## config.mk

```make
export PLATFORM = sky130hd
export DESIGN_NAME = differential_phase_bit_slicer
export DESIGN_NICKNAME = d
export VERILOG_FILES = /design/src/rtl/core/dpbs_pkg.sv /design/src/rtl/core/dpbs_cell.sv /design/src/rtl/core/dpbs_slicer.sv /design/src/rtl/core/differential_phase_bit_slicer.sv
export SDC_FILE = /design/constraint.sdc
export NUM_CORES = 2
export LEC_CHECK = 0
export ABC_CLOCK_PERIOD_IN_PS = 41600
export BUFFER_PORTS_ARGS = -buffer_cell sky130_fd_sc_hd__buf_4
export CAP_MARGIN = 30
export CELL_PAD_IN_SITES_DETAIL_PLACEMENT = 0
export CELL_PAD_IN_SITES_GLOBAL_PLACEMENT = 1
export CORE_AREA = 2 2 270 538
export CTS_CLUSTER_SIZE = 25
export DETAILED_ROUTE_END_ITERATION = 7
export DIE_AREA = 0 0 272 540
export GPL_TIMING_DRIVEN = 1
export HOLD_SLACK_MARGIN = 0.15
export PLACE_DENSITY_LB_ADDON = 0.1
export SYNTH_ARGS = -nofsm -noshare
export SYNTH_HDL_FRONTEND = slang
export SYNTH_SLANG_ARGS = --single-unit
```

## constraint.sdc

```tcl
create_clock -name clock -period 41.6 [get_ports clock]
set_input_delay 8.32 -clock clock [delete_from_list [all_inputs] [get_ports clock]]
set_output_delay 8.32 -clock clock [all_outputs]
set_load 0.02 [all_outputs]
```

## src/rtl/core/dpbs_pkg.sv

```systemverilog
// Package for the differential phase bit slicer: word types, register
// indexes, reset values and the CORDIC arctangent table.
// No dependencies.
package dpbs_pkg;

   // Sample width and default number of CORDIC cells
   localparam int SAMPLE_BITS           = 16;
   localparam int CORDIC_STAGES_DEFAULT = 16;
   localparam int ATAN_LEN              = 24;

   // Datapath width inside the cells: sample, pre-rotation and CORDIC gain
   localparam int CORDIC_BITS = SAMPLE_BITS + 3;
   localparam int ANGLE_BITS  = 16;

   // Configuration register indexes
   localparam int CSR_INDEX_BITS = 2;
   localparam logic [CSR_INDEX_BITS-1:0] CSR_EXPECTED_STEP      = 2'd0;
   localparam logic [CSR_INDEX_BITS-1:0] CSR_DECISION_THRESHOLD = 2'd1;
   localparam int CSR_DATA_BITS = 16;

   // Reset values: 0.62 rad and a quarter of pi in binary angle units
   localparam logic signed [15:0] EXPECTED_STEP_RESET      = 16'sd6467;
   localparam logic        [14:0] DECISION_THRESHOLD_RESET = 15'd8192;

   // Quarter turn, for the pre-rotation
   localparam logic [ANGLE_BITS-1:0] QUARTER_TURN = 16'h4000;

   // atan(2^-k) rounded to binary angle units
   localparam logic [ANGLE_BITS-1:0] ATAN_TABLE [0:ATAN_LEN-1] = '{
      16'd8192, 16'd4836, 16'd2555, 16'd1297, 16'd651, 16'd326, 16'd163, 16'd81,
      16'd41,   16'd20,   16'd10,   16'd5,    16'd3,   16'd1,   16'd1,   16'd0,
      16'd0,    16'd0,    16'd0,    16'd0,    16'd0,   16'd0,   16'd0,   16'd0
   };

   typedef struct packed {
      logic signed [15:0] sample_i;
      logic signed [15:0] sample_q;
      logic               burst_start;
   } dpbs_req_type;

   typedef struct packed {
      logic               bit_value;
      logic signed [15:0] phase_step;
   } dpbs_rsp_type;

   // What one CORDIC cell hands to the next
   typedef struct packed {
      logic signed [CORDIC_BITS-1:0] x;
      logic signed [CORDIC_BITS-1:0] y;
      logic [ANGLE_BITS-1:0]         ang;
      logic                          start;
      logic                          zero;
   } dpbs_lane_type;

   // Configuration seen by the slicer
   typedef struct packed {
      logic signed [15:0] expected_step;
      logic [14:0]        decision_threshold;
   } dpbs_cfg_type;

endpackage

```

## src/rtl/core/dpbs_cell.sv

```systemverilog
// One CORDIC vectoring cell of the phase chain: a single micro-rotation.
// Depends on dpbs_pkg.
module dpbs_cell #(
   parameter int IDX = 0
) (
   input  logic                   clock,
   input  logic                   reset,
   input  logic                   advance,
   input  logic                   in_valid,
   input  dpbs_pkg::dpbs_lane_type in_lane,
   output logic                   out_valid,
   output dpbs_pkg::dpbs_lane_type out_lane
);
   import dpbs_pkg::*;

   logic          valid_ff;
   dpbs_lane_type lane_ff;
   dpbs_lane_type lane_in;

   logic signed [CORDIC_BITS-1:0] xs;
   logic signed [CORDIC_BITS-1:0] ys;

   // Micro-rotation towards the positive x axis
   always_comb begin
      xs      = in_lane.x >>> IDX;
      ys      = in_lane.y >>> IDX;
      lane_in = in_lane;
      if (in_lane.y > 0) begin
         lane_in.x   = in_lane.x + ys;
         lane_in.y   = in_lane.y - xs;
         lane_in.ang = in_lane.ang + ATAN_TABLE[IDX];
      end else begin
         lane_in.x   = in_lane.x - ys;
         lane_in.y   = in_lane.y + xs;
         lane_in.ang = in_lane.ang - ATAN_TABLE[IDX];
      end
   end

   always_ff @(posedge clock) begin
      if (reset) begin
         valid_ff <= 1'b0;
      end else if (advance) begin
         valid_ff <= in_valid;
      end
   end

   always_ff @(posedge clock) begin
      if (advance) begin
         lane_ff <= lane_in;
      end
   end

   assign out_valid = valid_ff;
   assign out_lane  = lane_ff;

endmodule

```

## src/rtl/core/dpbs_slicer.sv

```systemverilog
// End of the chain: phase difference, threshold decision, and the output
// register with its skid stage. Depends on dpbs_pkg.
module dpbs_slicer (
   input  logic                    clock,
   input  logic                    reset,
   input  logic                    in_valid,
   input  dpbs_pkg::dpbs_lane_type in_lane,
   input  dpbs_pkg::dpbs_cfg_type  cfg,
   output logic                    hold,
   output logic                    rsp_valid,
   input  logic                    rsp_stall,
   output dpbs_pkg::dpbs_rsp_type  rsp_word
);
   import dpbs_pkg::*;

   logic [ANGLE_BITS-1:0] prev_phase_ff;
   logic                  have_prev_ff;
   logic                  rsp_valid_ff;
   dpbs_rsp_type          rsp_word_ff;
   logic                  skid_valid_ff;
   dpbs_rsp_type          skid_word_ff;

   logic [ANGLE_BITS-1:0] phase;
   logic [ANGLE_BITS-1:0] raw;
   logic signed [17:0]    dev;
   logic signed [17:0]    thr;
   logic                  take;
   logic                  push;
   logic                  pop;
   dpbs_rsp_type          new_word;

   // Chain moves only while the skid stage is free
   assign hold = skid_valid_ff;
   assign take = in_valid && !skid_valid_ff;
   assign pop  = rsp_valid_ff && !rsp_stall;

   // Wrapped step and deviation from the expected step
   always_comb begin
      phase = in_lane.zero ? '0 : in_lane.ang;
      raw   = phase - prev_phase_ff;
      dev   = 18'(cfg.expected_step) - 18'(signed'(raw));
      thr   = signed'({3'b000, cfg.decision_threshold});
      new_word.bit_value  = (dev > thr);
      new_word.phase_step = signed'(raw);
      push = take && !in_lane.start && have_prev_ff && ((dev > thr) || (dev < -thr));
   end

   // Previous phase follows every sample in order
   always_ff @(posedge clock) begin
      if (reset) begin
         prev_phase_ff <= '0;
         have_prev_ff  <= 1'b0;
      end else if (take) begin
         prev_phase_ff <= phase;
         have_prev_ff  <= 1'b1;
      end
   end

   // Output register and skid stage
   always_ff @(posedge clock) begin
      if (reset) begin
         rsp_valid_ff  <= 1'b0;
         skid_valid_ff <= 1'b0;
      end else if (skid_valid_ff) begin
         if (pop) begin
            skid_valid_ff <= 1'b0;
         end
      end else if (push) begin
         if (rsp_valid_ff && !pop) begin
            skid_valid_ff <= 1'b1;
         end else begin
            rsp_valid_ff <= 1'b1;
         end
      end else if (pop) begin
         rsp_valid_ff <= 1'b0;
      end
   end

   always_ff @(posedge clock) begin
      if (skid_valid_ff) begin
         if (pop) begin
            rsp_word_ff <= skid_word_ff;
         end
      end else if (push) begin
         if (rsp_valid_ff && !pop) begin
            skid_word_ff <= new_word;
         end else begin
            rsp_word_ff <= new_word;
         end
      end
   end

   assign rsp_valid = rsp_valid_ff;
   assign rsp_word  = rsp_word_ff;

endmodule

```

## src/rtl/core/differential_phase_bit_slicer.sv

```systemverilog
//  channel | direction | handshake            | word
//  req     | in        | req_valid/req_stall  | sample_i, sample_q, burst_start
//  rsp     | out       | rsp_valid/rsp_stall  | bit_value, phase_step
//  csr     | in        | csr_we               | csr_index, csr_wdata
//
// One sample is taken every clock while req_stall is low. A sample that
// decides a bit passes the first CORDIC cell, which loads on the edge that
// takes it, then each further cell and the output register. Synchronous
// reset clears all valids and the held phase and sets the configuration
// registers to their reset values. A stalled result parks in the output
// register and a second in the skid stage; req_stall rises only while it is full.
//
// Top level of the differential phase bit slicer. Depends on dpbs_pkg,
// dpbs_cell and dpbs_slicer.
module differential_phase_bit_slicer #(
   parameter int CORDIC_STAGES = dpbs_pkg::CORDIC_STAGES_DEFAULT
) (
   input  logic                                    clock,
   input  logic                                    reset,
   input  logic                                    req_valid,
   output logic                                    req_stall,
   input  dpbs_pkg::dpbs_req_type                  req_word,
   output logic                                    rsp_valid,
   input  logic                                    rsp_stall,
   output dpbs_pkg::dpbs_rsp_type                  rsp_word,
   input  logic                                    csr_we,
   input  logic [dpbs_pkg::CSR_INDEX_BITS-1:0]     csr_index,
   input  logic [dpbs_pkg::CSR_DATA_BITS-1:0]      csr_wdata
);
   import dpbs_pkg::*;

   logic signed [15:0] expected_step_ff;
   logic [14:0]        decision_threshold_ff;
   dpbs_cfg_type       cfg;

   logic                  hold;
   logic                  advance;
   logic                  chain_valid [0:CORDIC_STAGES];
   dpbs_lane_type         chain_lane  [0:CORDIC_STAGES];
   logic signed [CORDIC_BITS-1:0] si;
   logic signed [CORDIC_BITS-1:0] sq;

   // Configuration registers
   always_ff @(posedge clock) begin
      if (reset) begin
         expected_step_ff      <= EXPECTED_STEP_RESET;
         decision_threshold_ff <= DECISION_THRESHOLD_RESET;
      end else if (csr_we) begin
         unique case (csr_index)
            CSR_EXPECTED_STEP: begin
               expected_step_ff <= signed'(csr_wdata[15:0]);
            end
            CSR_DECISION_THRESHOLD: begin
               decision_threshold_ff <= csr_wdata[14:0];
            end
            default: begin
            end
         endcase
      end
   end

   assign cfg.expected_step      = expected_step_ff;
   assign cfg.decision_threshold = decision_threshold_ff;

   assign advance   = !hold;
   assign req_stall = hold;

   // Pre-rotation by a quarter turn into the right half plane
   always_comb begin
      si = CORDIC_BITS'(signed'(req_word.sample_i[SAMPLE_BITS-1:0]));
      sq = CORDIC_BITS'(signed'(req_word.sample_q[SAMPLE_BITS-1:0]));
      chain_valid[0]      = req_valid;
      chain_lane[0].x     = si;
      chain_lane[0].y     = sq;
      chain_lane[0].ang   = '0;
      chain_lane[0].start = req_word.burst_start;
      chain_lane[0].zero  = (si == '0) && (sq == '0);
      if (si < 0) begin
         if (sq >= 0) begin
            chain_lane[0].x   = sq;
            chain_lane[0].y   = -si;
            chain_lane[0].ang = QUARTER_TURN;
         end else begin
            chain_lane[0].x   = -sq;
            chain_lane[0].y   = si;
            chain_lane[0].ang = -QUARTER_TURN;
         end
      end
   end

   // Row of CORDIC cells
   for (genvar k = 0; k < CORDIC_STAGES; k++) begin : g_cell
      dpbs_cell #(
         .IDX(k)
      ) u_cell (
         .clock     (clock),
         .reset     (reset),
         .advance   (advance),
         .in_valid  (chain_valid[k]),
         .in_lane   (chain_lane[k]),
         .out_valid (chain_valid[k+1]),
         .out_lane  (chain_lane[k+1])
      );
   end

   dpbs_slicer u_slicer (
      .clock     (clock),
      .reset     (reset),
      .in_valid  (chain_valid[CORDIC_STAGES]),
      .in_lane   (chain_lane[CORDIC_STAGES]),
      .cfg       (cfg),
      .hold      (hold),
      .rsp_valid (rsp_valid),
      .rsp_stall (rsp_stall),
      .rsp_word  (rsp_word)
   );

endmodule

```

* After elaboration in Yosys (flattened, before gate mapping)
Cells that the tools add are included.
** Word-level totals
- Word-level logic and storage cells :: 271
- Output and inout bits :: 19
- Bits of input ports :: 56
- Flip-flop bits (word level) :: 920
** Cells by class
- Equal/unequal tests :: 4
- Order comparisons :: 19
- Add/subtract/negate cells :: 94
- Muxes and demuxes :: 29
- Reductions and logical operators :: 22
- Bitwise operators :: 1
** Operators by type and width (number)
- $mux W54 :: 17
- $gt A19 B1 Y1 const B :: 15
- $mux W17 :: 4
- $add A19 B10 Y19 :: 2
- $add A19 B11 Y19 :: 2
- $add A19 B12 Y19 :: 2
- $add A19 B13 Y19 :: 2
- $add A19 B14 Y19 :: 2
- $add A19 B15 Y19 :: 2
- $add A19 B16 Y19 :: 2
- $add A19 B17 Y19 :: 2
- $add A19 B18 Y19 :: 2
- $add A19 B5 Y19 :: 2
- $add A19 B6 Y19 :: 2
- $add A19 B7 Y19 :: 2
- $add A19 B8 Y19 :: 2
- $add A19 B9 Y19 :: 2
- $logic_not A19 Y1 :: 2
- $neg A16 Y19 :: 2
- $sub A19 B10 Y19 :: 2
- $sub A19 B11 Y19 :: 2
- $sub A19 B12 Y19 :: 2
- $sub A19 B13 Y19 :: 2
- $sub A19 B14 Y19 :: 2
- other kinds (59) :: 91

* Longest topological paths before layout
- Depth in word-level cells :: 8
- Depth in mapped cells :: 28
- Mapped depth without buffers :: 28

* By module
A second synthesis with hierarchy kept.
** Unflattened totals
- Cell total of the unflattened synthesis :: 8352
- Area, all modules :: 81159.1 µm²
** By module, submodules not included
- dpbs_cell (g_cell[3].u_cell) :: cells each 520, seq. area each 1701.6 µm², area an instance 4936.0 µm², times used 1
- dpbs_cell (g_cell[2].u_cell) :: cells each 492, seq. area each 1701.6 µm², area an instance 4906.0 µm², times used 1
- dpbs_cell (g_cell[0].u_cell) :: cells each 501, seq. area each 1671.6 µm², area an instance 4845.9 µm², times used 1
- dpbs_cell (g_cell[13].u_cell) :: cells each 497, seq. area each 1701.6 µm², area an instance 4808.4 µm², times used 1
- dpbs_cell (g_cell[4].u_cell) :: cells each 481, seq. area each 1701.6 µm², area an instance 4789.6 µm², times used 1
- dpbs_cell (g_cell[1].u_cell) :: cells each 471, seq. area each 1701.6 µm², area an instance 4705.8 µm², times used 1
- dpbs_cell (g_cell[11].u_cell) :: cells each 471, seq. area each 1701.6 µm², area an instance 4677.0 µm², times used 1
- dpbs_cell (g_cell[10].u_cell) :: cells each 482, seq. area each 1701.6 µm², area an instance 4674.5 µm², times used 1
- dpbs_cell (g_cell[8].u_cell) :: cells each 477, seq. area each 1701.6 µm², area an instance 4673.2 µm², times used 1
- dpbs_cell (g_cell[5].u_cell) :: cells each 482, seq. area each 1701.6 µm², area an instance 4663.2 µm², times used 1
- dpbs_cell (g_cell[12].u_cell) :: cells each 475, seq. area each 1701.6 µm², area an instance 4600.7 µm², times used 1
- dpbs_cell (g_cell[14].u_cell) :: cells each 456, seq. area each 1701.6 µm², area an instance 4595.7 µm², times used 1
- dpbs_slicer :: cells each 533, seq. area each 1401.3 µm², area an instance 4583.1 µm², times used 1
- dpbs_cell (g_cell[7].u_cell) :: cells each 449, seq. area each 1701.6 µm², area an instance 4579.4 µm², times used 1
- +4 rows

* Least setup slack after synthesis
OpenSTA, ideal clock, no wires.
- Kind :: register to register
- Start :: reg u_slicer.skid_valid_ff, in the netlist u_slicer.hold
- End :: reg u_slicer.rsp_word_ff, in the netlist u_slicer.rsp_word[10], enable pin
- Clock period less this slack :: 19.640 ns
- Library setup time :: 0.393 ns
- Path slack :: 21.960 ns
- Arrival :: 19.247 ns
- Data required time :: 41.207 ns
- Path buffers :: 1
- Cell stages (with the launch flop) :: 7
- Cells stage by stage :: dfxtp_1 > clkbuf_1 > inv_1 > nand2_1 > nor3_1 > a22oi_1 > a21boi_1
** Between the ends
- Word-level cells in the longest chain between the ends :: 7
- Elaborated cells between the ends (all ways) :: 9
- Classes of those cells :: 2 x eq/ne; 7 x reduce/logical
** RTL lines
- start: declaration :: RTL line dpbs_slicer.sv:20 : logic skid_valid_ff;
- start signal: assignment :: RTL line dpbs_slicer.sv:63 : skid_valid_ff <= 1'b0;
- start signal: assignment :: RTL line dpbs_slicer.sv:66 : skid_valid_ff <= 1'b0;
- start signal: assignment :: RTL line dpbs_slicer.sv:70 : skid_valid_ff <= 1'b1;
- $logic_not A1 Y1 :: RTL line dpbs_slicer.sv:34 : assign take = in_valid && !skid_valid_ff;
- $logic_and A1 B1 Y1 :: RTL line dpbs_slicer.sv:34
- $logic_and A1 B1 Y1 (3 in series) :: RTL line dpbs_slicer.sv:45 : push = take && !in_lane.start && have_prev_ff && ((dev > thr) || (dev < -thr));
- $reduce_bool A2 Y1 (no source line)
- $reduce_and A3 Y1 (no source line) (*)
- end signal: assignment :: RTL line dpbs_slicer.sv:82 : rsp_word_ff <= skid_word_ff;
- end signal: assignment :: RTL line dpbs_slicer.sv:88 : rsp_word_ff <= new_word;
- end: declaration :: RTL line dpbs_slicer.sv:19 : dpbs_rsp_type rsp_word_ff;
Every way passes the cells marked *; elsewhere a longest branch is shown, timed or not.
A chain may end at the register's enable or synchronous reset.

==> results by group <==
CTS
  • Clock Tree Root: clkbuf_16
  • Hold buffer count at cts: 0
  • Postcts setup bufs: 0
  • Num CTS Buffers: 87
  • Clk sinks: around 840
  • Worst-path clk slew: 70 ps
  • Worst-skew pair later-pin latency: just over 700 ps
  • Post-CTS resize count: 0
  • CTS max path bufs: 3
  • TritonCTS clock tree: yes
  • H-tree Lvls: 3

Logic synthesis
  • Yosys reg bits: around 840
  • Main combinational cell family by area after synthesis: adder cells
  • Simple-Gate Fraction of Synth Area: 13.1%
  • Synth Warn #: 0
  • Ys async rst share: 0%
  • Syn avg cell area: 9.69 um2
  • Ys flop type: edfxtp_1
  • Post-Synth Adder-Cell Area: between 10% and 20%
  • XOR/XNOR Fraction of Synth Area: 11.8%
  • Post-synthesis compound-gate area fraction: between 15 and 20%
  • Mux cell area share after synthesis: 0.653%
  • Seq/Total Area, Yosys: between 30% and 40%
  • Post-synthesis cell count: between 6000 and 7000
  • Number of enable-type register cells in the synthesized netlist: ~780
  • Synth unique cells: a little under 90
  • Syn Std Cell Area: roughly 64000 um2

Setup path
  • Critical path class: input port to flop
  • CP Capture Type: flop
  • Top delay family on crit path: simple AND/OR/NAND/NOR gates
  • Required @ worst endpoint: about 42000 ps
  • Slowest cell on crit path: or4_1
  • Crit path buf inv count: 2
  • Worst path max stage delay: between 500 and 600 ps
  • Startpoint types: input port
  • Critical path cell sequence: buf_4 > or4_1 > nor4_1 > nor2b_1 > nand2_1 > nor3_1 > ha_1 > a21oi_1 > nand3_1 > or4_1 > nor4_1 > nand4_1 > and2_2 > buf_12 > a2111oi_0 > a311oi_1 > xnor2_1
  • Max FO, Critical Path: 33
  • CP Data Arrival Time: approximately 13000 ps

Floorplan
  • Initial core utilization: around 45%
  • Die area: 147000 um2
  • Row cnt: ~200
  • Die height: 540 um
  • Core box area: between 100000 and 150000 um2
  • IO Pins: 75
  • Die X: around 270 um

STA
  • Max-slew headroom: 28.1%
  • Post-Route Skew: about 47 ps
  • Min Tclk post-route: ~13000 ps
  • Tcrit/Tclk final: 30.2%
  • Final TNS setup: 0 ps
  • RSZ-0062 raised after global routing: no
  • Slew @ Worst Pin: approximately 1100 ps
  • Hold Vio Cnt, Final: 0
  • F_max: 79.7 MHz
  • Final max-slew violation count: 0
  • Final setup viols: 0

Routing
  • Final ANT Viol Nets: 0
  • DRC errors left: 0
  • Via count: around 47000
  • Routed vias/inst: roughly 5.4
  • First DRT Iteration DRCs: 2012
  • Routed WL: 173 mm
  • DRT Pass-1 Iters: 5
  • Wirelength per Cell: 20.0 um

Final layout
  • Leading cell type in the layout, fill and taps excluded: ha_1
  • Commonest cells after routing, fill and taps aside: 780 x ha_1, 778 x edfxtp_1, 653 x xnor2_1
  • Filler cells: about 13000
  • Nets: between 7000 and 8000
  • Area grow syn2layout: 9.28%
  • Share of layout cells above drive strength 1: ~5.0%

Run
  • MaxCap Viol Count: 0

Global route
  • Total gr overflow: 0
  • GR Util All Layers: a little under a quarter
  • Number of global-route vias before repair: around 48000
  • Largest net degree at the start of global routing: around 150
  • First-pass GRT wire length: around 270 mm
  • Initial antenna violation count: 1

Status
  • Outcome: completed

Placed design
  • DP HPWL: about 140 mm
  • Number of port buffers: 73
  • RePlAce Congestion: roughly 0.93

Min path
  • Hold crit path type: flop to flop
## worst reg2reg max path: stages, from the launching register on
cell and delay, ps:
edfxtp_1 390, buf_4 220, nand2b_1 230, ha_1 410, a221o_1 480, xnor2_1 420, ha_1 330, nor3_1 80
a211oi_1 530, a221oi_1 190, a31oi_1 440, o21ai_0 220, nand2_1 110, a21oi_1 70, xnor2_1 420, ha_1 220
nand4_1 130, nor3_1 210, a2111oi_0 110, and2_1 190, o31ai_1 190, a21oi_1 120, o31ai_1 250, a32oi_1 150
a311oi_2 650, a22oi_1 320, nor2_2 430, buf_8 230
## flip-flops by register name (all words and copies together), names as in the netlist
name,count
decision_threshold_ff,15
g_cell.u_cell.out_lane,746
g_cell.u_cell.out_valid,16
u_slicer.have_prev_ff,1
u_slicer.hold,1
expected_step_ff,16
u_slicer.skid_word_ff,16
u_slicer.prev_phase_ff,15
u_slicer.rsp_word,16
u_slicer.rsp_valid,1
## cell families after synthesis
| logic type | after synthesis |
|---|---|
| buffers and inverters | 650 |
| and+or+nand+nor | 1789 |
| other | 2 |
| AOI/OAI and AO/OA | 1585 |
| xor gates and xnor gates | 855 |
| muxes | 41 |
| adders and majority gates | 821 |
| DFF | 843 |
## per-layer routing
metal / vias to the layer above / wire, um / global-route usage [%]
met5: - / 0 / 0
met1: 22100 / 55500 / 20.2
met4: 0 / 11100 / 13.6
met3: 378 / 3740 / 2.18
met2: 631 / 102000 / 49.9
li1: 23700 / - / -
## cells in the mapped netlist (16+ instances only)
cell type / instances / area [um2]
nand2b_1: 46 / 288
clkbuf_1: 98 / 368
nand3_1: 85 / 425
or2_2: 46 / 288
o311a_1: 25 / 250
and3_1: 39 / 244
ha_1: 780 / 9760
a21oi_1: 518 / 2590
o21bai_1: 151 / 1130
and2_1: 24 / 150
a21boi_0: 91 / 683
xnor2_1: 653 / 5720
edfxtp_1: 778 / 23400
or4_1: 32 / 240
xor2_1: 200 / 1750
nor4_1: 43 / 269
fa_1: 39 / 781
mux2i_1: 36 / 360
nand3b_1: 16 / 120
a21o_1: 100 / 751
o41ai_1: 25 / 219
o21ai_0: 383 / 1920
o31ai_1: 72 / 541
nor3_1: 150 / 751
dfxtp_1: 65 / 1300
a31oi_1: 43 / 269
nor2b_1: 111 / 694
or3_1: 89 / 557
nand2_1: 496 / 1860
inv_1: 528 / 1980
o21a_1: 66 / 495
nor2_1: 572 / 2150
## cell type report
cell class              count  area, um2  area share [%]
diodes                      1       2.50         0.00359
clock buffers             106       2320            3.33
clock inverters            53        604           0.867
inverters                 537       2020            2.90
multi-input cells        5098      36700            52.7
flip-flops and latches    843      24700            35.4
well taps                1881       2350            3.38
repair buffers            122       1000            1.43
## final timing paths
check	start	slack [ps]	endpoint	cells past startpoint
setup / recovery	req_word[25]	29050	g_cell[0].u_cell.out_lane[35]	17
hold / removal	g_cell[4].u_cell.out_lane[1]	410	g_cell[5].u_cell.out_lane[1]	0
hold reg to reg	g_cell[4].u_cell.out_lane[1]	410	g_cell[5].u_cell.out_lane[1]	0
setup reg to reg	g_cell[15].u_cell.out_lane[0]	33560	u_slicer.skid_word_ff[13]	27
## per-stage QoR
step | hold WS [ps] | utilization [%] | cells | setup slack, ps | cell area (um2)
finish | 413 | 48.9 | 8641 | 29050 | 69700
CTS | 416 | 48.9 | 8638 | 28980 | 69700
detailed placement | 405 | 46.8 | 8479 | 28270 | 66700
global route | 428 | 48.9 | 8641 | 28560 | 69700
global placement | 402 | 46.8 | 8471 | 28190 | 66600
floorplan | 400 | - | 6591 | 21960 | 63800
Power is not shown: default switching activity piles up to over one toggle a cycle in this logic, so the estimate is an artifact.
